**src/sv/srd_pkg.sv**
```systemverilog
// Shared types and constants for the signed rounding divider.
package srd_pkg;

  localparam int unsigned DataWidth = 32;
  localparam int unsigned Latency   = DataWidth + 3;

  localparam logic [DataWidth:0] NegLimit = (DataWidth + 1)'(1) << (DataWidth - 1);
  localparam logic [DataWidth:0] PosLimit = NegLimit - (DataWidth + 1)'(1);

  typedef struct packed {
    logic [DataWidth-1:0] rem;
    logic [DataWidth-1:0] quo;
    logic [DataWidth-1:0] ay;
    logic                 neg;
    logic                 dbz;
  } div_stage_t;

  typedef struct packed {
    logic [DataWidth:0] q;
    logic               neg;
    logic               dbz;
  } round_t;

endpackage

```
**src/sv/srd_post.sv**
```systemverilog
// Rounding, sign restore and saturation, last two pipeline stages.
module srd_post (
  input  logic                          clk_i,
  input  logic                          rst_ni,
  input  logic                          valid_i,
  input  srd_pkg::div_stage_t           stage_i,
  output logic                          valid_o,
  output logic [srd_pkg::DataWidth-1:0] quotient_o,
  output logic                          divide_by_zero_o,
  output logic                          overflowed_o
);
  import srd_pkg::*;

  logic                 rnd_valid_q, out_valid_q;
  round_t               rnd_d, rnd_q;
  logic [DataWidth-1:0] half_gap;
  logic                 negq;
  logic [DataWidth:0]   mag;
  logic                 ovf;
  logic [DataWidth:0]   signed_res;
  logic [DataWidth-1:0] quo_d, quo_q;
  logic                 dbz_d, dbz_q, ovf_d, ovf_q;

  always_comb begin
    half_gap  = stage_i.ay - stage_i.rem;
    rnd_d.q   = {1'b0, stage_i.quo} + (DataWidth + 1)'(stage_i.rem >= half_gap);
    rnd_d.neg = stage_i.neg;
    rnd_d.dbz = stage_i.dbz;
  end

  always_comb begin
    negq = rnd_q.neg && (rnd_q.q != '0);
    mag  = rnd_q.q;
    ovf  = 1'b0;
    if (negq) begin
      if (rnd_q.q > NegLimit) begin
        mag = NegLimit;
        ovf = 1'b1;
      end
      signed_res = ~mag + (DataWidth + 1)'(1);
    end else begin
      if (rnd_q.q > PosLimit) begin
        mag = PosLimit;
        ovf = 1'b1;
      end
      signed_res = mag;
    end
    if (rnd_q.dbz) begin
      quo_d = '0;
      ovf_d = 1'b0;
    end else begin
      quo_d = signed_res[DataWidth-1:0];
      ovf_d = ovf;
    end
    dbz_d = rnd_q.dbz;
  end

  always_ff @(posedge clk_i or negedge rst_ni) begin
    if (!rst_ni) begin
      rnd_valid_q <= 1'b0;
      out_valid_q <= 1'b0;
    end else begin
      rnd_valid_q <= valid_i;
      out_valid_q <= rnd_valid_q;
    end
  end

  always_ff @(posedge clk_i) begin
    if (valid_i) begin
      rnd_q <= rnd_d;
    end
    if (rnd_valid_q) begin
      quo_q <= quo_d;
      dbz_q <= dbz_d;
      ovf_q <= ovf_d;
    end
  end

  assign valid_o          = out_valid_q;
  assign quotient_o       = quo_q;
  assign divide_by_zero_o = dbz_q;
  assign overflowed_o     = ovf_q;

endmodule

```
**config.mk**
```make
export PLATFORM = sky130hd
export DESIGN_NAME = srd_post
export DESIGN_NICKNAME = d
export VERILOG_FILES = /design/src/sv/srd_pkg.sv /design/src/sv/srd_post.sv
export SDC_FILE = /design/constraint.sdc
export NUM_CORES = 1
export LEC_CHECK = 0
export CORE_MARGIN = 4
export CORE_UTILIZATION = 50
export DETAILED_ROUTE_END_ITERATION = 12
export DONT_BUFFER_PORTS = 1
export GPL_TIMING_DRIVEN = 0
export PLACE_DENSITY = 0.74
export SYNTH_ARGS = -nofsm -noshare
export SYNTH_HDL_FRONTEND = slang
export SYNTH_SLANG_ARGS = --single-unit
```
**constraint.sdc**
```tcl
create_clock -name clk_i -period 4.6 [get_ports clk_i]
set_input_delay 1.15 -clock clk_i [delete_from_list [all_inputs] [get_ports clk_i]]
set_output_delay 1.15 -clock clk_i [all_outputs]
set_load 0.02 [all_outputs]
```
==> results by stage <==
Place:
- The number of buffers inserted by port buffering is 0.
- The cell count after placement is 874.
- Summing all placed instances gives a cell area of 6733 um2.
- The congestion estimate from routability-driven global placement came to 0.9373.
- The HPWL after detailed placement is 12.82 mm.

Power and ir drop:
- The total power after layout is 2.159 mW.
- IR analysis of the VDD net gives a maximum drop of 147.9 uV.
- The portion of total power attributed to the clock network is 27.2%.
- The power density normalized to cell area is 287.1 nW/um2.
- In this run the power spent charging and discharging nets is 0.6920 mW.
- The share of total power dissipated in sequential elements is 41.4%.
- In this run, the combinational gates consume 31.4% of the power.
- The internal power of the cells totals 1.467 mW.
- The switching power as a share of total power is 32.06%.
- The leakage power summed over all cells is 2.919 nW.

Setup path:
- STA classifies the critical path endpoint as a flop.
- For the worst flop-to-flop path, the logic depth is 11.
- The type of origin of the critical path is an input port.
- The critical path ends at rnd_q[14].
- The startpoint-to-endpoint class of the critical path is in -> reg.
- STA puts the critical path data arrival time at 5.46 ns.
- The highest net fanout along the worst path is 3.
- The worst register-to-register path has a setup slack of 0.85 ns.
- The required time reported for the critical path endpoint is 4.68 ns.
- The startpoint of the most critical register-to-register path is rnd_q[14].
- The endpoint of the lowest-slack register-to-register path is quotient_o[6].
- The critical path launch point is stage_i[2].

Worst hold path:
- The path class of the tightest hold or removal check is in -> async.

Status:
- The checks that failed: setup timing.
- The flow ran to the end, but the final reports show violations.

Final layout:
- Summing all non-filler instances in the final layout gives an area of 7517 um2.
- The count of antenna diodes in the layout is 0.
- The finished layout holds 918 standard cells, fillers aside.
- The area added between synthesis and finish is 18.78%.
- In the final layout, the share of cells above drive strength 1 is 19.20%.
- The utilization after layout is 61.56%.
- The layout has 1057 filler cells.
- The final net count is 914.

STA:
- Setup repair after global routing could not meet its margin everywhere.
- The final worst-path setup slack is -0.7849 ns.
- In this run the tightest slew margin relative to its limit is 15.56%.
- The achievable frequency is 185.7 MHz.
- The measured slew at the worst slew-check pin is 1.267 ns.
- The hold violation total from the final report is 0.
- For the final database, setup skew stands at 0.004444 ns.
- The number of pins with negative max-slew slack in the final report came to 0.
- The post-route minimum period is 5.385 ns.
- Setup violations remaining at the end of the flow were counted as 33.
- The final sum of negative setup slack is -19.99 ns.
- The share of the cycle needed by the critical path after routing is 117.1%.

Drt:
- The number of DRC violations after detailed-routing iteration 0 is 305.
- The routed length per instance is 18.15 um.
- Dividing the detail-routed via count by the number of cells gives 5.999.
- The total iterations of the first detailed-routing run is 5.
- The number of remaining DRC errors is 0.
- The routed layout has 5507 vias.
- For this block, the routed nets add up to 16.66 mm of wire.
- The detail route stage leaves a number of antenna-violating nets equal to 0.

Floorplan:
- The floorplan has 40 rows.
- The die area is 14520 um2.
- The die width is 120.5 um.
- Measured along the y axis, the die boundary spans 120.5 um.
- The region available for standard cell placement spans 12210 um2.
- The initial cell density of the core is 51.82%.
- For this design the top-level I/O count stands at 136.

Clock network:
- The number of CTS-inserted buffers is 9.
- The maximum clock insertion buffer count is 2.
- The total of hold buffers inserted after clock tree synthesis is 0.
- The clock root buffer is clkbuf_16.
- The clock-pin transition on the worst setup and hold timing paths is 0.05 ns.
- TritonCTS built the clock tree.
- The source-to-sink clock delay at the later pin of the worst-skew pair is 0.33 ns.
- The H-tree generated during clock tree synthesis spans 3 levels.
- The clock sink count is 71.

Logic synthesis:
- The number of nets in the synthesized netlist is 875.
- Yosys mapped a number of flops with a built-in enable equal to 69.
- The netlist uses 67 different library cells.
- For this run, the leading register cell type out of synthesis is edfxtp_1.
- The post-synthesis sequential area ratio is 33.53%.
- The number of synthesized register bits is 71.
- The Yosys step of the flow raised 0 warnings.
- The post-synthesis instance total is 706.
- Of all flip-flops after synthesis, the portion carrying an async set or reset was 2.817%.
- Dividing the synthesized area by the synthesized cell count gives 8.964 um2.
- The cell area that synthesis handed to floorplanning was 6329 um2.

Run:
- The total of max-cap violations is 0.

Global route:
- The via count of the first global-routing pass was 5482.
- The initial antenna violation count is 0.
- The largest net degree at the start of global routing is 37.
- The first-pass GRT wire length is 26.44 mm.
- Global routing used 22.46% of the available tracks.
- After global routing the overflow that remains totals 0.
routing by layer:
| metal | share of wire (%) | routed length (um) | track usage (%) |
|---|---|---|---|
| met4 | 2.5 | 424 | 7.507 |
| met3 | 8.8 | 1460 | 7.437 |
| met5 | 0 | 0 | 0 |
| met1 | 39 | 6500 | 25.31 |
| met2 | 50 | 8273 | 39.85 |
worst min path at each step:
stage / startpoint / to / slack (ns) / depth (start not counted)
6_report: rst_ni / valid_o / 0.51 / 0
5_1_grt: rst_ni / valid_o / 0.49 / 0
3_3_place_gp: dbz_d / divide_by_zero_o / 0.51 / 0
3_5_place_dp: dbz_d / divide_by_zero_o / 0.51 / 0
4_1_cts: rst_ni / valid_o / 0.50 / 0
2_1_floorplan: dbz_d / divide_by_zero_o / 0.47 / 0
Yosys cell counts, types with 5 or more instances:
library cell	count	area (um2)
edfxtp_1	69	2072
ha_1	67	838.3
nor2_1	56	210.2
a21oi_1	53	265.3
nand2_1	53	198.9
o21ai_0	46	230.2
inv_1	42	157.7
xnor2_1	40	350.3
nor3_1	28	140.1
nand3_1	27	135.1
a21o_1	21	157.7
xor2_1	21	183.9
a211oi_1	16	120.1
nand2b_1	13	81.33
nand4_1	13	81.33
or3_1	13	81.33
a31oi_1	11	68.82
o21ai_1	8	40.04
nor4_1	7	43.79
o21a_1	7	52.55
buf_2	6	30.03
clkbuf_1	5	18.77
o211ai_1	5	37.54
logic make-up (layout without fill, tap and decap cells):
logic type	Yosys count	count (layout)	synth area share, %
XOR/XNOR	61	61	8.442
flip-flops	71	71	33.53
AND/OR/NAND/NOR	248	248	20.64
AO/OA/AOI/OAI	199	199	19.97
buffers and inverters	59	103	3.855
adder cells (fa/ha/maj)	68	68	13.56
layout by cell type, fill, tap and decap left out, types with 11 or more instances in the layout:
cell type	netlist	final
nand3_1	27	21
nor2_1	56	49
a211oi_1	16	12
xor2_1	21	21
nand4_1	13	13
nor3_1	28	24
o21ai_0	46	41
nand2b_1	13	13
inv_1	42	39
or3_1	13	11
ha_1	67	51
a21o_1	21	21
edfxtp_1	69	69
buf_4	2	21
xnor2_1	40	36
a21oi_1	53	45
nand2_1	53	46
power groups by stage:
stage / registers [mW] / logic [mW] / clock network, mW
after global placement: 0.905 / 0.578 / 0
after floorplan: 0.888 / 0.475 / 0
after global routing: 0.901 / 0.759 / 0.636
final: 0.894 / 0.678 / 0.587
after CTS: 0.894 / 0.629 / 0.604
after detailed placement: 0.907 / 0.596 / 0
stage by stage:
step / hold slack [ns] / setup slack (ns)
2_1_floorplan: 0.4708 / -0.7218
3_3_place_gp: 0.5126 / -1.341
3_5_place_dp: 0.5150 / -1.429
4_1_cts: 0.4967 / -0.7320
5_1_grt: 0.4931 / -0.9936
6_report: 0.5147 / -0.7849
registers in the layout, summed over array words and instances (netlist names):
register          cells
rnd_q                34
valid_o               1
dbz_d                 1
quotient_o           32
divide_by_zero_o      1
overflowed_o          1
rnd_valid_q           1
final cells by class:
cell class                 instances  area (um2)  area share [%]
inverter                          43       190.2           2.530
buffer                            16       82.58           1.099
sequential                        71        2122           28.23
clock inverter                     5       25.02          0.3329
timing repair buffer              28       244.0           3.246
tap                              168       210.2           2.796
multi-input combinational        576        4410           58.67
clock buffer                      11       232.7           3.096
timing repair:
action                                  4_1_cts  5_1_grt
gates resized for setup                      28       45
buffers inserted                             17       14
endpoints found under the setup margin       33       33
pin swaps                                    34       25
worst max-delay path, stage by stage:
cell       delay (ns)
clkinv_16        0.02
ha_4             0.12
inv_2            0.03
fa_2             0.36
a211oi_4         0.23
o21ai_2          0.10
o21a_1           0.12
a21o_1           0.15
a21o_1           0.17
a311o_1          0.35
a21o_1           0.20
a21oi_2          0.14
xor2_1           0.10
ha_2             0.19
a21o_1           0.18
a21o_1           0.16
a21oi_2          0.11
o21ai_1          0.08
a21oi_2          0.17
nor4_1           0.06
or3_4            0.40
ha_4             0.19
ha_4             0.15
nand4_1          0.14
buf_4            0.18
nor2_4           0.04
xor2_1           0.16
No activity file was read; power rests on OpenSTA's default activity.
