`src/sv/srd_pkg.sv`:
```
// Shared types and constants for the signed rounding divider.
package srd_pkg;

  localparam int unsigned DataWidth = 32;
  localparam int unsigned Latency   = DataWidth + 3;

  localparam logic [DataWidth:0] NegLimit = (DataWidth + 1)'(1) << (DataWidth - 1);
  localparam logic [DataWidth:0] PosLimit = NegLimit - (DataWidth + 1)'(1);

  typedef struct packed {
    logic [DataWidth-1:0] rem;
    logic [DataWidth-1:0] quo;
    logic [DataWidth-1:0] ay;
    logic                 neg;
    logic                 dbz;
  } div_stage_t;

  typedef struct packed {
    logic [DataWidth:0] q;
    logic               neg;
    logic               dbz;
  } round_t;

endpackage

```
`src/sv/srd_div_step.sv`:
```
// One restoring division step, registered.
module srd_div_step (
  input  logic                clk_i,
  input  logic                rst_ni,
  input  logic                valid_i,
  input  srd_pkg::div_stage_t stage_i,
  output logic                valid_o,
  output srd_pkg::div_stage_t stage_o
);
  import srd_pkg::*;

  logic               valid_q;
  div_stage_t         stage_d, stage_q;
  logic [DataWidth:0] shifted;
  logic [DataWidth:0] diff;
  logic               ge;

  always_comb begin
    shifted = {stage_i.rem, stage_i.quo[DataWidth-1]};
    diff    = shifted - {1'b0, stage_i.ay};
    ge      = (shifted >= {1'b0, stage_i.ay});
    stage_d     = stage_i;
    stage_d.rem = ge ? diff[DataWidth-1:0] : shifted[DataWidth-1:0];
    stage_d.quo = {stage_i.quo[DataWidth-2:0], ge};
  end

  always_ff @(posedge clk_i or negedge rst_ni) begin
    if (!rst_ni) begin
      valid_q <= 1'b0;
    end else begin
      valid_q <= valid_i;
    end
  end

  always_ff @(posedge clk_i) begin
    if (valid_i) begin
      stage_q <= stage_d;
    end
  end

  assign valid_o = valid_q;
  assign stage_o = stage_q;

endmodule

```
`config.mk`:
```
export PLATFORM = sky130hd
export DESIGN_NAME = srd_div_step
export DESIGN_NICKNAME = d
export VERILOG_FILES = /design/src/sv/srd_pkg.sv /design/src/sv/srd_div_step.sv
export SDC_FILE = /design/constraint.sdc
export NUM_CORES = 1
export LEC_CHECK = 0
export BUFFER_PORTS_ARGS = -buffer_cell sky130_fd_sc_hd__buf_2
export CAP_MARGIN = 30
export CELL_PAD_IN_SITES_DETAIL_PLACEMENT = 1
export CELL_PAD_IN_SITES_GLOBAL_PLACEMENT = 1
export CORE_ASPECT_RATIO = 0.5
export CORE_UTILIZATION = 41
export DETAILED_ROUTE_END_ITERATION = 10
export PLACE_DENSITY_LB_ADDON = 0.1
export RECOVER_POWER = 50
export SLEW_MARGIN = 25
export SYNTH_ARGS = -nofsm -noshare
export SYNTH_HDL_FRONTEND = slang
export SYNTH_SLANG_ARGS = --single-unit
```
`constraint.sdc`:
```
create_clock -name clk_i -period 1.3 [get_ports clk_i]
set_clock_uncertainty 0.2 [all_clocks]
set_input_delay 0.13 -clock clk_i [delete_from_list [all_inputs] [get_ports clk_i]]
set_output_delay 0.13 -clock clk_i [all_outputs]
set_load 0.03 [all_outputs]
```
==> results.toml, run 1 <==
[die]
die_w_um = 163
io_pins = 200
floorplan.initialDensity = 0.434
die-height_um = 82.4
rows = 28

[status]
stop_error = "[ERROR DPL-0033] detailed placement checks failed during check placement."
outcome = "aborted with a tool error"
flow.stopped_at = "clock tree synthesis (4_1_cts)"

[synth]
yosys.area.top_type = "sky130_fd_sc_hd__edfxtp_1"
synth_xor_xnor_area_share = 0.0430
biggest_area_contributors_in_the_synthesized_netlist = "sky130_fd_sc_hd__edfxtp_1 (56%), sky130_fd_sc_hd__ha_1 (7.6%), sky130_fd_sc_hd__a21oi_1 (5.1%)"
synth_compound_area_frac = 0.138
synth-seq-area-share = 0.560
post_synth_and_or_nand_nor_area_fraction = 0.0988
avgSynthCellArea_um2 = 11.6
ys_seq_elements = 99
dominant_combinational_cell_family_by_area_after_synthesis = "compound AO/OA/AOI/OAI gates"
synthesis.area_mm2 = 0.00530
synth_top_flop_cell = "sky130_fd_sc_hd__edfxtp_1"
number_of_enable_type_register_cells_in_the_synthesized_netlist = 98
syn_nets = 592
post_synth_fa_ha_maj_area_fraction = 0.0794
asyncSetResetFlopFracSynth = 0.0101
synth_top_area_share = 0.556
yosys_warnings = 0
post_synth_inst_count = 458
yosys.cell_types.count = 50
yosys-mux-area-fraction = 0.0265

[cts]
post_cts_resize_count = 86
cts_root_buffer = "sky130_fd_sc_hd__clkbuf_16"
ctsHoldBuffers = 93
cts-htree-levels = 3
maximum_clock_path_buffer_count = 2
numClockSinks = 99
tritoncts.num_buffers = 9
cts.repair_timing.setup_buffer_count = 13

[place]
area_after_detailed_placement_mm2 = 0.00737
gp_congestion = 0.796
place_worst_setup_slack_ns = -1.68
hpwl_mm = 13.1
placement.io_buffers = 199
[cell families after synthesis]
group                      Yosys count
AOI/OAI and AO/OA                  120
xor gates and xnor gates            26
adders and majority gates           33
buffers and inverters               63
DFF                                 99
muxes                               10
and+or+nand+nor                    107
[cell usage after synthesis, types with 2 or more instances]
master,instances
sky130_fd_sc_hd__o31ai_1,7
sky130_fd_sc_hd__buf_6,5
sky130_fd_sc_hd__a211oi_1,3
sky130_fd_sc_hd__nand3_1,8
sky130_fd_sc_hd__o21bai_1,5
sky130_fd_sc_hd__xor2_1,10
sky130_fd_sc_hd__or2_2,2
sky130_fd_sc_hd__xnor2_1,16
sky130_fd_sc_hd__buf_2,5
sky130_fd_sc_hd__nand4b_1,2
sky130_fd_sc_hd__mux2_4,8
sky130_fd_sc_hd__a21oi_1,54
sky130_fd_sc_hd__mux2i_1,2
sky130_fd_sc_hd__ha_1,32
sky130_fd_sc_hd__a31o_2,2
sky130_fd_sc_hd__clkbuf_1,6
sky130_fd_sc_hd__o21ai_0,17
sky130_fd_sc_hd__o21a_1,6
sky130_fd_sc_hd__nand4_1,8
sky130_fd_sc_hd__nand2_1,24
sky130_fd_sc_hd__o21ai_1,4
sky130_fd_sc_hd__a21o_1,8
sky130_fd_sc_hd__inv_1,46
sky130_fd_sc_hd__edfxtp_1,98
sky130_fd_sc_hd__or3_1,2
sky130_fd_sc_hd__and2_1,3
sky130_fd_sc_hd__and3_1,2
sky130_fd_sc_hd__a2111oi_0,3
sky130_fd_sc_hd__nor3_1,3
sky130_fd_sc_hd__a31oi_1,2
sky130_fd_sc_hd__nor2_1,37
sky130_fd_sc_hd__nand2b_1,7
sky130_fd_sc_hd__o211ai_1,2
sky130_fd_sc_hd__nor4b_1,2
sky130_fd_sc_hd__nor2b_1,2
[per-stage QoR]
step                       util  std cells
after detailed placement  0.604        918
after floorplan               -        458
after global placement    0.604        918
==> run 2, diff against run 1 <==
Settings changed: CELL_PAD_IN_SITES_DETAIL_PLACEMENT 1 to unset, CELL_PAD_IN_SITES_GLOBAL_PLACEMENT 1 to unset, CORE_ASPECT_RATIO 0.5 to unset, CORE_UTILIZATION 41 to 40, PLACE_DENSITY_LB_ADDON 0.1 to 0.15.
==> run 2 against run 1 <==
The flow now finishes, with violations (setup timing). Synthesized cell count unchanged. Area after synthesis unchanged.
==> results.toml, run 2 <==
[synth]
synth_top_area_share = 0.556
biggest_area_contributors_in_the_synthesized_netlist = "sky130_fd_sc_hd__edfxtp_1 (56%), sky130_fd_sc_hd__ha_1 (7.6%), sky130_fd_sc_hd__a21oi_1 (5.1%)"
post_synth_inst_count = 458
synth_top_flop_cell = "sky130_fd_sc_hd__edfxtp_1"
synthMostInstantiatedCell = "sky130_fd_sc_hd__edfxtp_1"
synth.top_cells.by_count = "sky130_fd_sc_hd__edfxtp_1 (98), sky130_fd_sc_hd__a21oi_1 (54), sky130_fd_sc_hd__inv_1 (46)"
yosys.area.top_type = "sky130_fd_sc_hd__edfxtp_1"
ys_seq_elements = 99
avgSynthCellArea_um2 = 11.6
synthesis.area_mm2 = 0.00530
yosys_warnings = 0
number_of_enable_type_register_cells_in_the_synthesized_netlist = 98
yosys.cell_types.count = 50
asyncSetResetFlopFracSynth = 0.0101
synth-seq-area-share = 0.560
syn_nets = 592

[die]
die_w_um = 117
floorplan.initialDensity = 0.415
coreArea_mm2 = 0.0128
die_footprint_mm2 = 0.0137
io_pins = 200
rows = 41
die-height_um = 117

[cts]
maximum_clock_path_buffer_count = 2
tritoncts = "yes"
clk_pin_slew_ns = 0.07
numClockSinks = 99
cts_root_buffer = "sky130_fd_sc_hd__clkbuf_16"
cts-htree-levels = 3
tritoncts.num_buffers = 9

[hold_path]
holdCritPathClass = "in2reg"

[layout]
drive_above_1_share = 0.483
mostFrequentLayoutCells = "sky130_fd_sc_hd__buf_2 (193), sky130_fd_sc_hd__buf_4 (108), sky130_fd_sc_hd__dlygate4sd3_1 (99)"
area_growth_syn_to_layout_pct = 73.2
nets = 1005
largest_register_ff_count = 98
finalNonFillerCells = 1048
nFillCells = 944
core_utilization_of_the_finished_layout = 0.718
final_common_cell = "sky130_fd_sc_hd__buf_2"
antennaDiodeCount = 0

[power_and_ir_drop]
total_leakage_power_nw = 4.06
ir_worst_vdd_mv = 0.598
p_per_cell_area_mw_per_mm2 = 1140

[place]
hpwl_mm = 10.5
place_worst_setup_slack_ns = -1.78
placement.io_buffers = 199
gp_congestion = 0.858
place.detailed.instances = 916

[route]
wl_per_cell_um = 15.1
drt-vias-per-instance = 4.84
remaining_drc_errors = 0
drt-initial-drc-count = 158
antenna_violating_nets_post_route = 0
vias = 5070
detail_route.wirelength_mm = 15.8
number_of_search_and_repair_iterations_in_the_first_detailed_routing_pass = 4

[sta]
final_min_period_over_clock_period = 1.90
grt_setup_unrepaired = "true"
worst-slew-pin-transition_ns = 0.517
maxSlewHeadroom = 0.655
fin_setup_tns_ns = -37.11
final-setup-viol-count = 40
maxSlewViolCount = 0
finalWorstPathRequiredPeriod_ns = 2.47
max_clock_freq_mhz = 404
finalHoldViolations = 0
final.setup.worst_slack_ns = -1.17

[global_route]
grt_start_max_net_pins = 40
grt_first_pass_wirelength_mm = 23.9
gr-total-overflow = 0
antenna_violations_before_repair = 0
groute.usage.overall = 0.229
via_count_of_the_first_global_routing_pass = 5119

[setup_path]
worstPathMaxFanout = 6
timing.critical_path.required_ns = 1.21
worst_setup_start_kind = "input pin"
cp_arrival_ns = 2.38
setup.worst_path.end_class = "flop"
worstSetupPathType = "in2reg"

[status]
violations = "setup timing"
outcome = "finished, violations left"

[job]
drv.max_cap_violation_count = 0
-- run 2: cell counts after synthesis --
Identical to the previous run, type by type.
-- run 2: repair_timing --
action / CTS / global route
buffers inserted: 8 / 8
endpoints found under the setup margin: 33 / 33
endpoints found under the hold margin: 102 / 1
cloned: 2 / 0
resized for setup: 52 / 57
pin swaps: 20 / 22
hold buffers: 98 / 1
-- run 2: power breakdown --
part / switching [mW] / internal (mW) / total [mW]
logic: 2.02 / 1.65 / 3.67
registers: 0.0822 / 3.93 / 4.01
clock network: 1.26 / 1.53 / 2.79
-- run 2: final timing paths --
check / start / end / cells past startpoint
worst max-delay path: stage_i[88] / stage_o[70]$_DFFE_PP_ / 10
min in group asynchronous: rst_ni / valid_o$_DFF_PN0_ / 3
max in group asynchronous: rst_ni / valid_o$_DFF_PN0_ / 3
worst min-delay path: stage_i[65] / stage_o[66]$_DFFE_PP_ / 4
-- run 2: metal layers --
layer | share of wire | GRT usage | vias to the layer above | routed length, µm
li1 | - | - | 2505 | -
met1 | 0.42 | 0.265 | 2369 | 6660
met2 | 0.50 | 0.420 | 171 | 7990
met3 | 0.054 | 0.0391 | 25 | 857
met4 | 0.021 | 0.0903 | 0 | 328
met5 | 0 | 0 | - | 0
-- run 2: cell families after synthesis --
logic type,after synthesis,synth area share
AO/OA/AOI/OAI,120,0.138
XOR/XNOR,26,0.0430
adder cells (fa/ha/maj),33,0.0794
buffers and inverters,63,0.0536
flip-flops,99,0.560
multiplexers,10,0.0265
AND/OR/NAND/NOR,107,0.0988
-- run 2: critical path: stages --
cell and delay [ns]:
sky130_fd_sc_hd__buf_8 0.10, sky130_fd_sc_hd__ha_4 0.24, sky130_fd_sc_hd__a21o_1 0.18, sky130_fd_sc_hd__o21a_1 0.20
sky130_fd_sc_hd__a311oi_2 0.24, sky130_fd_sc_hd__o21ai_1 0.14, sky130_fd_sc_hd__or3b_1 0.40, sky130_fd_sc_hd__o21a_4 0.27
sky130_fd_sc_hd__buf_12 0.16, sky130_fd_sc_hd__mux2_4 0.30
-- run 2: metrics by stage --
step / power [mW] / hold WS (ns) / area, µm²
floorplan: 5.92 / -0.366 / 5410
global placement: 7.05 / -0.294 / 7310
detailed placement: 7.09 / -0.294 / 7310
CTS: 10.3 / -0.114 / 8910
global route: 10.9 / 0.0431 / 9170
finish: 10.5 / 0.0352 / 9170
-- run 2: final cells by class --
type | instances | area (µm²) | area share
multi-input cells | 296 | 2510 | 0.273
well taps | 172 | 215 | 0.0235
inverters | 46 | 180 | 0.0196
clock buffers | 9 | 225 | 0.0246
repair buffers | 419 | 2990 | 0.326
flip-flops and latches | 99 | 2970 | 0.324
clock inverters | 7 | 82.6 | 0.00900
No activity file was read; power rests on OpenSTA's default activity.
