--- src/sv/srd_pkg.sv ---
// Shared types and constants for the signed rounding divider.
package srd_pkg;

  localparam int unsigned DataWidth = 32;
  localparam int unsigned Latency   = DataWidth + 3;

  localparam logic [DataWidth:0] NegLimit = (DataWidth + 1)'(1) << (DataWidth - 1);
  localparam logic [DataWidth:0] PosLimit = NegLimit - (DataWidth + 1)'(1);

  typedef struct packed {
    logic [DataWidth-1:0] rem;
    logic [DataWidth-1:0] quo;
    logic [DataWidth-1:0] ay;
    logic                 neg;
    logic                 dbz;
  } div_stage_t;

  typedef struct packed {
    logic [DataWidth:0] q;
    logic               neg;
    logic               dbz;
  } round_t;

endpackage

--- src/sv/srd_prep.sv ---
// Operand magnitude and sign capture, first pipeline stage.
module srd_prep (
  input  logic                         clk_i,
  input  logic                         rst_ni,
  input  logic                         accept_i,
  input  logic [srd_pkg::DataWidth-1:0] dividend_i,
  input  logic [srd_pkg::DataWidth-1:0] divisor_i,
  output logic                         valid_o,
  output srd_pkg::div_stage_t          stage_o
);
  import srd_pkg::*;

  logic                 valid_q;
  div_stage_t           stage_d, stage_q;
  logic                 nx, ny;
  logic [DataWidth-1:0] ax, ay;

  always_comb begin
    nx = dividend_i[DataWidth-1];
    ny = divisor_i[DataWidth-1];
    ax = nx ? (~dividend_i + DataWidth'(1)) : dividend_i;
    ay = ny ? (~divisor_i + DataWidth'(1)) : divisor_i;
    stage_d.rem = '0;
    stage_d.quo = ax;
    stage_d.ay  = ay;
    stage_d.neg = nx ^ ny;
    stage_d.dbz = (ay == '0);
  end

  always_ff @(posedge clk_i or negedge rst_ni) begin
    if (!rst_ni) begin
      valid_q <= 1'b0;
    end else begin
      valid_q <= accept_i;
    end
  end

  always_ff @(posedge clk_i) begin
    if (accept_i) begin
      stage_q <= stage_d;
    end
  end

  assign valid_o = valid_q;
  assign stage_o = stage_q;

endmodule

--- config.mk ---
export PLATFORM = sky130hd
export DESIGN_NAME = srd_prep
export DESIGN_NICKNAME = d
export VERILOG_FILES = /design/src/sv/srd_pkg.sv /design/src/sv/srd_prep.sv
export SDC_FILE = /design/constraint.sdc
export NUM_CORES = 1
export LEC_CHECK = 0
export BUFFER_PORTS_ARGS = -buffer_cell sky130_fd_sc_hd__buf_2
export CORE_UTILIZATION = 43
export CTS_CLUSTER_SIZE = 28
export DETAILED_ROUTE_END_ITERATION = 8
export GPL_TIMING_DRIVEN = 0
export HOLD_SLACK_MARGIN = 0.12
export PLACE_DENSITY_LB_ADDON = 0.15
export SYNTH_ARGS = -nofsm -noshare
export SYNTH_HDL_FRONTEND = slang
export SYNTH_SLANG_ARGS = --single-unit
--- constraint.sdc ---
create_clock -name clk_i -period 0.8 [get_ports clk_i]
set_input_delay 0.04 -clock clk_i [delete_from_list [all_inputs] [get_ports clk_i]]
set_output_delay 0.04 -clock clk_i [all_outputs]
set_load 0.02 [all_outputs]
==> results of run 1 <==
## final timing paths
path | start | end | depth (start not counted)
hold / removal | divisor_i[7] | stage_o[9] | 2
setup / recovery | divisor_i[3] | stage_o[0] | 9
min in group asynchronous | rst_ni | valid_o | 3
max in group asynchronous | rst_ni | valid_o | 3
## sequential cells by signal, summed over array words and instances (netlist names)
signal	flops
valid_o	1
stage_o	66
## area by class of cell
cell class,count,area [µm²]
multi-input combinational,233,2470
sequential,67,2010
timing repair buffer,213,1930
fill,395,1200
buffer,40,367
clock buffer,13,149
tap,105,131
inverter,6,41.3
clock inverter,3,40.0
## critical path, stage by stage
cell and delay, ns:
buf_8 0.10, or4_4 0.53, or4_4 0.54, buf_6 0.15, o41ai_4 0.22, xnor2_1 0.12
or3_1 0.34, or4_4 0.56, nor4_2 0.14
## kinds of logic (layout without fill, tap and decap cells)
group	count (synthesis)	in the layout	share of synthesized area [%]
compound gates	60	60	11.5
xor+xnor	60	60	13.9
fa+ha+maj	2	2	0.664
buf+inv	49	275	8.30
flops	67	67	53.3
other cells	1	32	0.0995
simple gates	79	79	12.3
## through the flow
stage	hold slack (ns)	TNS (ns)
after floorplan	-0.256	-41.08
after global placement	-0.185	-108.27
after detailed placement	-0.184	-78.87
after CTS	0.0282	-39.89
after global routing	0.0227	-47.69
final	0.0321	-44.04
## power by group through the flow
| stage | clock (W) | sequential (W) | combinational (W) |
|---|---|---|---|
| floorplan | 0 | 0.00493 | 0.000870 |
| global route | 0.00299 | 0.00450 | 0.00342 |
| detailed placement | 0 | 0.00446 | 0.00220 |
| finish | 0.00286 | 0.00447 | 0.00324 |
| global placement | 0 | 0.00445 | 0.00217 |
| CTS | 0.00283 | 0.00440 | 0.00271 |
## repair_timing
item / 4_1_cts / 5_1_grt
hold endpoints to repair: 46 / 13
setup endpoints to repair: 123 / 143
gates cloned: 0 / 0
buffers inserted: 37 / 20
gates resized for setup: 152 / 141
hold buffers: 29 / 1
pin swaps: 47 / 38
## placed cells by master (no fill, tap or decap), drive strengths merged, types with 2 or more instances in the layout
cell         count
o31a             2
nand2           15
conb            32
o31ai           15
clkinv           2
nand4            2
nor3             7
o21ai           18
a21oi            6
a31oi            3
nand2b           5
inv              5
nor2            10
clkbuf          19
xor2             8
or3             10
or2              3
xnor2           52
o41ai           11
nor4b            2
nor4            11
or4              9
edfxtp          66
ha               2
dlygate4sd3     30
buf            217
## metal layers
layer / GRT usage, % / routed length (µm)
met2: 45.4 / 6720
met1: 29.5 / 4900
met5: 0 / 0
met3: 5.02 / 811
met4: 9.45 / 270
==> results.md, run 1 <==
* CTS tree: built
* Pwr Density at 1480 nW/µm²
* Hold crit path type: in2reg
* LEAKAGE at 2.88 nW
* DRT antenna net count at 0
* Synthesized area per cell at 11.8 µm²
* Cells after Synth at approximately 320
* Gp weighted congestion at 0.850
* Clock power share at 27.0%
* Initial Util at ~45%
* Final WS setup at -1.78 ns
* CP Class: in2reg
* Die X at 95.6 µm
* Die Y at 95.6 µm
* Max-cap viol count at 0
* Initial antenna violation count at 0
* Tcrit/Tclk final at 323%
* Place WS at -2.28 ns
* Core Area at 8340 µm²
* Number of global-route vias before repair at 3497
* Cell type with the largest total area after synthesis: edfxtp_1
* Slew @ Worst Pin at 0.649 ns
* Reg power frac at 42.3%
* CTS max path bufs at 2
* Core Rows at 33
* Comb pwr share at 30.7%
* Net Sw Frac at 30.2%
* Post-DP HPWL at 6.83 mm
* CP Launch Type: input pin
* Dpl cells at ~590
* Flops & latches, synth at between 60 and 70
* Final Hold Fails at 0
* Worst Path Max Fanout at 3
* 1st-iter DRT viols at ~130
* Outcome: finished, violations left
* Final setup fails at 125
* # diodes at 0
* 1st-pass router iterations at 5
* H-tree depth at 3
* Largest net degree at the start of global routing at 68
* Residual DRC count at 0
* Layout cells sized above 1 at slightly below 60%
* First-pass GRT wire length at 17.2 mm
* Yosys warns at 0
* Worst EP arrival at 2.75 ns
* Die ar. at between 9000 and 10000 µm²
* Finished Layout Cells at 680
* Total chip power at 0.0106 W
* Final Max Tran Viols at 0
* Placement-stage cell area at 5030 µm²
* Net Sw Power at 0.00319 W
* Number of flops mapped to enable cells by yosys at 66
* Sink Count at 67
* Area contributors post-synth: edfxtp_1 (53%), xnor2_1 (12%), buf_4 (6.4%)
* Top_reg_cell synth: edfxtp_1
* GR Overflow Total at 0
* Distinct cells, synth at 45
* Most numerous cell in the Yosys netlist: edfxtp_1
* Drt wl/cell at 18.7 µm
* Ports at 166
* VDD IR max at 0.000992 V
* Synth top cells by count: edfxtp_1 (66), xnor2_1 (52), buf_4 (32)
* GRT Total Usage at 25.2%
* Vias per inst at around 5.3
* Share of the synthesized area in the top cell type at 52.6%
* Core Util, Final at 85.6%
* Max Fclk at 387 MHz
* Vias at 3588
* Fin area at between 7000 and 8000 µm²
* RSZ-0062 raised after global routing: true
* Area grow syn2layout at 89.5%
* Mapped cell area at 3770 µm²
* Failing checks: negative setup slack
* Critical Path RT at 0.97 ns
* Nets at 639
* Fin crit period at 2.58 ns
* Drt total wl at 12.7 mm
* Async set-or-reset flop fraction in the synthesized netlist at around 1.5%
* Clock Tree Root: clkbuf_8
* Post-synthesis sequential area ratio at between 50% and 60%
* Slew headroom at a little under three fifths
* Crit end category: register
* Num CTS Buffers at 9
* Reg clk slew, reported paths at 0.07 ns
* Internal power at 0.00738 W
* I/O Buffers at 132
(Power assumes the default switching activity.)
==> run 2: changes to the inputs <==
--- a/config.mk
+++ b/config.mk
@@ -12,6 +12,7 @@
 export GPL_TIMING_DRIVEN = 0
 export HOLD_SLACK_MARGIN = 0.12
 export PLACE_DENSITY_LB_ADDON = 0.15
+export RECOVER_POWER = 100
 export SYNTH_ARGS = -nofsm -noshare
 export SYNTH_HDL_FRONTEND = slang
 export SYNTH_SLANG_ARGS = --single-unit
==> results.md, run 2 (synthesized netlist as in run 1, its figures left out) <==
* Die X at 95.6 µm (unchanged)
* Critical Path RT at 0.97 ns (about the same)
* Failing checks: negative setup slack
* Slew @ Worst Pin at 0.893 ns (+0.244 ns)
* Worst EP arrival at 2.77 ns (+0.02 ns)
* I/O Buffers at 132 (unchanged)
* Residual DRC count at 0 (unchanged)
* Pwr Density at 1480 nW/µm² (+0.22%)
* WHS Endpoint: stage_o[9]
* Initial antenna violation count at 0 (unchanged)
* Initial Util at 45.2% (unchanged)
* Drt wl/cell at 18.7 µm (-0.13%)
* Max reg flops at 66 (unchanged)
* Largest net degree at the start of global routing at 68 (unchanged)
* Hold crit path type: in2reg
* LEAKAGE at 2.86 nW (-0.60%)
* Clock Tree Root: clkbuf_8
* Worst Hold Depth at 2 (unchanged)
* Number of global-route vias before repair at 3497 (unchanged)
* Slew headroom at 40.5% (-16 points)
* CTS max path bufs at 2 (unchanged)
* RSZ-0062 raised after global routing: true
* GRT Total Usage at 25.2% (unchanged)
* Worst Path Max Fanout at 8 (+5)
* VDD IR max at 0.000988 V (-0.39%)
* Fin crit period at 2.60 ns (+0.0193 ns)
* Final Max Tran Viols at 0 (unchanged)
* CP Launch Type: input pin
* TNS Setup at -45.65 ns (-1.61 ns)
* Commonest non-fill, non-tap cell in the layout: buf_6
* 1st-pass router iterations at 4 (-1)
* Area grow syn2layout at 89.0%
* Post-DP HPWL at 6.83 mm (unchanged)
* Num CTS Buffers at 9 (unchanged)
* Vias at 3565 (-0.64%)
* Final WS setup at -1.80 ns (-0.0193 ns)
* Hold_sp: divisor_i[7]
* Core Rows at 33 (unchanged)
* Max-cap viol count at 0 (unchanged)
* GR Overflow Total at 0 (unchanged)
* Core Area at 8340 µm² (unchanged)
* Tcrit/Tclk final at 325% (+2.4 points)
* Total chip power at 0.0106 W (about the same)
* Outcome: finished, violations left
* 1st-iter DRT viols at 146 (+9.8%)
* Sink Count at 67 (unchanged)
* Layout cells sized above 1 at 58.6% (-0.52 points)
* H-tree depth at 3 (unchanged)
* Max Fclk at 384 MHz (-0.74%)
* CP Class: in2reg
* # diodes at 0 (unchanged)
* Reg clk slew, reported paths at 0.07 ns (about the same)
* Final setup fails at 134 (+7.2%)
* Drt total wl at 12.7 mm (-0.13%)
* Die ar. at 9140 µm² (unchanged)
* Ports at 166 (unchanged)
* Gp weighted congestion at 0.850 (unchanged)
* Crit end category: register
* DRT antenna net count at 0 (unchanged)
* Final Hold Fails at 0 (unchanged)
* Die Y at 95.6 µm (unchanged)
* Vias per inst at 5.24 (-0.64%)
* CTS tree: built
* Nets at 639 (unchanged)
* Highest-count cells in the layout ignoring fill and taps: buf_6 (83), edfxtp_1 (66), buf_4 (62), buf_2 (57), xnor2_1 (37)
* First-pass GRT wire length at 17.2 mm (unchanged)
-- run 2: power by group --
part           switching (W)  internal (W)
Clock                0.00134       0.00152
Sequential          0.000169       0.00430
Combinational        0.00169       0.00154
Total                0.00320       0.00737
-- run 2: worst max path at each step --
stage	from	to	cells past startpoint
2_1_floorplan	divisor_i[6]	stage_o[0]	9
3_3_place_gp	divisor_i[6]	stage_o[0]	10
3_5_place_dp	divisor_i[6]	stage_o[0]	10
4_1_cts	divisor_i[3]	stage_o[0]	9
5_1_grt	divisor_i[0]	stage_o[0]	11
6_report	divisor_i[0]	stage_o[0]	11
-- run 2: layout make-up --
class / count / area (µm²)
buffer: 40 / 363
sequential: 67 / 2010
timing repair buffer: 213 / 1920
clock inverter: 3 / 40.0
fill: 401 / 1220
multi-input combinational: 233 / 2470
inverter: 6 / 40.0
clock buffer: 13 / 149
tap: 105 / 131
-- run 2: routing by layer --
metal	vias to the layer above	global-route usage, %	routed length [µm]
met5	-	0	0
li1	1645	-	-
met3	29	5.02	795
met1	1739	29.5	4890
met2	152	45.4	6700
met4	0	9.45	298
-- run 2: worst max-delay path: stages --
cell        delay, ns
clkbuf_1         0.14
clkinvlp_2       0.13
ha_4             0.13
or3b_4           0.39
or4_4            0.47
clkbuf_16        0.19
nor4b_1          0.33
a21o_1           0.14
a32oi_1          0.10
or4_4            0.55
nor4_2           0.14
-- run 2: metrics by stage --
step | cells | hold WS, ns | area [µm²] | util, % | worst slack (ns)
6_report | 680 | 0.0363 | 7120 | 85.4 | -1.80
5_1_grt | 680 | 0.0227 | 7120 | 85.4 | -2.06
4_1_cts | 664 | 0.0282 | 6430 | 77.2 | -1.74
3_5_place_dp | 586 | -0.184 | 5030 | 60.3 | -2.28
3_3_place_gp | 586 | -0.185 | 5020 | 60.2 | -2.29
2_1_floorplan | 349 | -0.256 | 4230 | - | -1.99
-- run 2: what timing repair did --
item                                    in CTS  in global routing
endpoints found under the setup margin     123                143
pin swaps                                   47                 38
hold buffers                                29                  1
buffers inserted                            37                 20
cloned                                       0                  0
resized for setup                          152                141
hold endpoints to repair                    46                 13
==> run 3: changes to the inputs <==
--- a/config.mk
+++ b/config.mk
@@ -11,7 +11,7 @@
 export DETAILED_ROUTE_END_ITERATION = 8
 export GPL_TIMING_DRIVEN = 0
 export HOLD_SLACK_MARGIN = 0.12
-export PLACE_DENSITY_LB_ADDON = 0.15
+export PLACE_DENSITY = 0.82
 export RECOVER_POWER = 100
 export SYNTH_ARGS = -nofsm -noshare
 export SYNTH_HDL_FRONTEND = slang
==> results.md, run 3 (synthesized netlist as in run 1, its figures left out) <==
* Core Util, Final at 83.0% (-2.3 points)
* Die Y at 95.6 µm (unchanged)
* Slew @ Worst Pin at 0.884 ns (-0.00919 ns)
* Drt wl/cell at 20.0 µm (+7.2%)
* Hold-fix buffers, CTS at 30 (+3.4%)
* Fin area at 6930 µm² (-2.7%)
* Final Max Tran Viols at 0 (unchanged)
* 1st-iter DRT viols at 108 (-26%)
* Sink Count at 67 (unchanged)
* Max reg flops at 66 (unchanged)
* Reg clk slew, reported paths at 0.08 ns (about the same)
* Placement-stage cell area at 5020 µm² (about the same)
* Fin crit period at 2.56 ns (-0.0443 ns)
* Vias per inst at 5.41 (+3.2%)
* H-tree depth at 3 (unchanged)
* # diodes at 0 (unchanged)
* Die ar. at 9140 µm² (unchanged)
* Tcrit/Tclk final at 320% (-5.5 points)
* Failing checks: negative setup slack
* Largest net degree at the start of global routing at 68 (unchanged)
* 1st-pass router iterations at 5 (+1)
* Pwr Density at 1500 nW/µm² (+1.4%)
* Clock Tree Root: clkbuf_8
* Post-DP HPWL at 7.05 mm (+3.2%)
* Gp weighted congestion at 0.889 (+4.6%)
* I/O Buffers at 132 (unchanged)
* CP Class: in2reg
* Hold crit path type: in2reg
* Drt total wl at 13.4 mm (+5.8%)
* Max Fclk at 391 MHz (+1.7%)
* RSZ-0062 raised after global routing: true
* Die X at 95.6 µm (unchanged)
* Place WS at -2.28 ns (-0.00258 ns)
* VDD IR max at 0.00104 V (+5.4%)
* Layout cells sized above 1 at 57.2% (-1.4 points)
* Crit end category: register
* TNS Setup at -46.72 ns (-1.06 ns)
* First-pass GRT wire length at 18.2 mm (+5.6%)
* Core Area at 8340 µm² (unchanged)
* DRT antenna net count at 0 (unchanged)
* Slew headroom at 41.1% (+0.61 points)
* Initial Util at 45.2% (unchanged)
* Ports at 166 (unchanged)
* Final Hold Fails at 0 (unchanged)
* Residual DRC count at 0 (unchanged)
* Worst Path Max Fanout at 9 (+1)
* Number of global-route vias before repair at 3516 (+0.54%)
* Num CTS Buffers at 9 (unchanged)
* Worst EP arrival at 2.73 ns (-0.04 ns)
* Highest-count cells in the layout ignoring fill and taps: buf_6 (85), edfxtp_1 (66), buf_2 (59), buf_4 (53), xnor2_1 (41)
* CTS tree: built
* Area grow syn2layout at 83.8%
* CP Launch Type: input pin
* CTS max path bufs at 2 (unchanged)
* Vias at 3632 (+1.9%)
* Max-cap viol count at 0 (unchanged)
* Outcome: finished, violations left
* LEAKAGE at 2.80 nW (-2.2%)
* GRT Total Usage at 26.8% (+1.5 points)
* Final setup fails at 125 (-6.7%)
* Final WS setup at -1.76 ns (+0.0443 ns)
* Nets at 630 (-1.4%)
* Commonest non-fill, non-tap cell in the layout: buf_6
* Initial antenna violation count at 0 (unchanged)
* Core Rows at 33 (unchanged)
* GR Overflow Total at 0 (unchanged)
* Critical Path RT at 0.97 ns (about the same)
-- run 3: changes by cell type in the layout (fill, tap and decap cells not counted), moves of 3 or more --
cell,before,now
xnor2_2,15,11
xnor2_1,37,41
a21oi_2,2,5
a21oi_4,3,0
buf_4,62,53
-- run 3: worst paths after layout --
check	startpoint	endpoint	slack, ns	cells past startpoint
worst max-delay path	divisor_i[3]	stage_o[0]	-1.76	11
max in group asynchronous	rst_ni	valid_o	0.16	3
min in group asynchronous	rst_ni	valid_o	0.54	3
worst min-delay path	divisor_i[6]	stage_o[8]	0.03	2
-- run 3: where the power goes --
part	switching, W	internal (W)
logic	0.00168	0.00148
clock network	0.00138	0.00142
registers	0.000165	0.00430
total	0.00322	0.00719
-- run 3: per-stage QoR --
step | instances | power (W) | hold WS, ns
after floorplan | 349 | 0.00580 | -0.256
after global placement | 586 | 0.00661 | -0.186
after detailed placement | 586 | 0.00666 | -0.185
after CTS | 660 | 0.00980 | 0.00887
after global routing | 671 | 0.0107 | 0.0284
final | 671 | 0.0104 | 0.0330
-- run 3: area by class of cell --
class / count / area (µm²)
multi-input combinational: 233 / 2370
sequential: 67 / 2010
timing repair buffer: 204 / 1840
fill: 404 / 1420
buffer: 40 / 348
tap: 105 / 131
clock buffer: 10 / 128
clock inverter: 6 / 56.3
inverter: 6 / 41.3
-- run 3: routing by layer --
metal	up-vias	track usage (%)	wire length, µm
met5	-	0	0
met4	0	13.1	449
met3	36	5.58	973
met2	208	49.7	7180
met1	1744	28.5	4830
li1	1644	-	-
-- run 3: what timing repair did --
item / CTS / global route
hold endpoints to repair: 54 / 19
endpoints found under the setup margin: 190 / 167
pin swaps: 36 / 23
resized for setup: 130 / 146
buffers inserted: 32 / 19
-- run 3: critical path: stages --
cell and delay, ns:
buf_8 0.10, buf_4 0.12, buf_6 0.10, or3b_4 0.39, or4_4 0.54, buf_8 0.17, nor4b_1 0.32, a21o_1 0.12
a32oi_1 0.11, or4_4 0.57, nor4_2 0.13
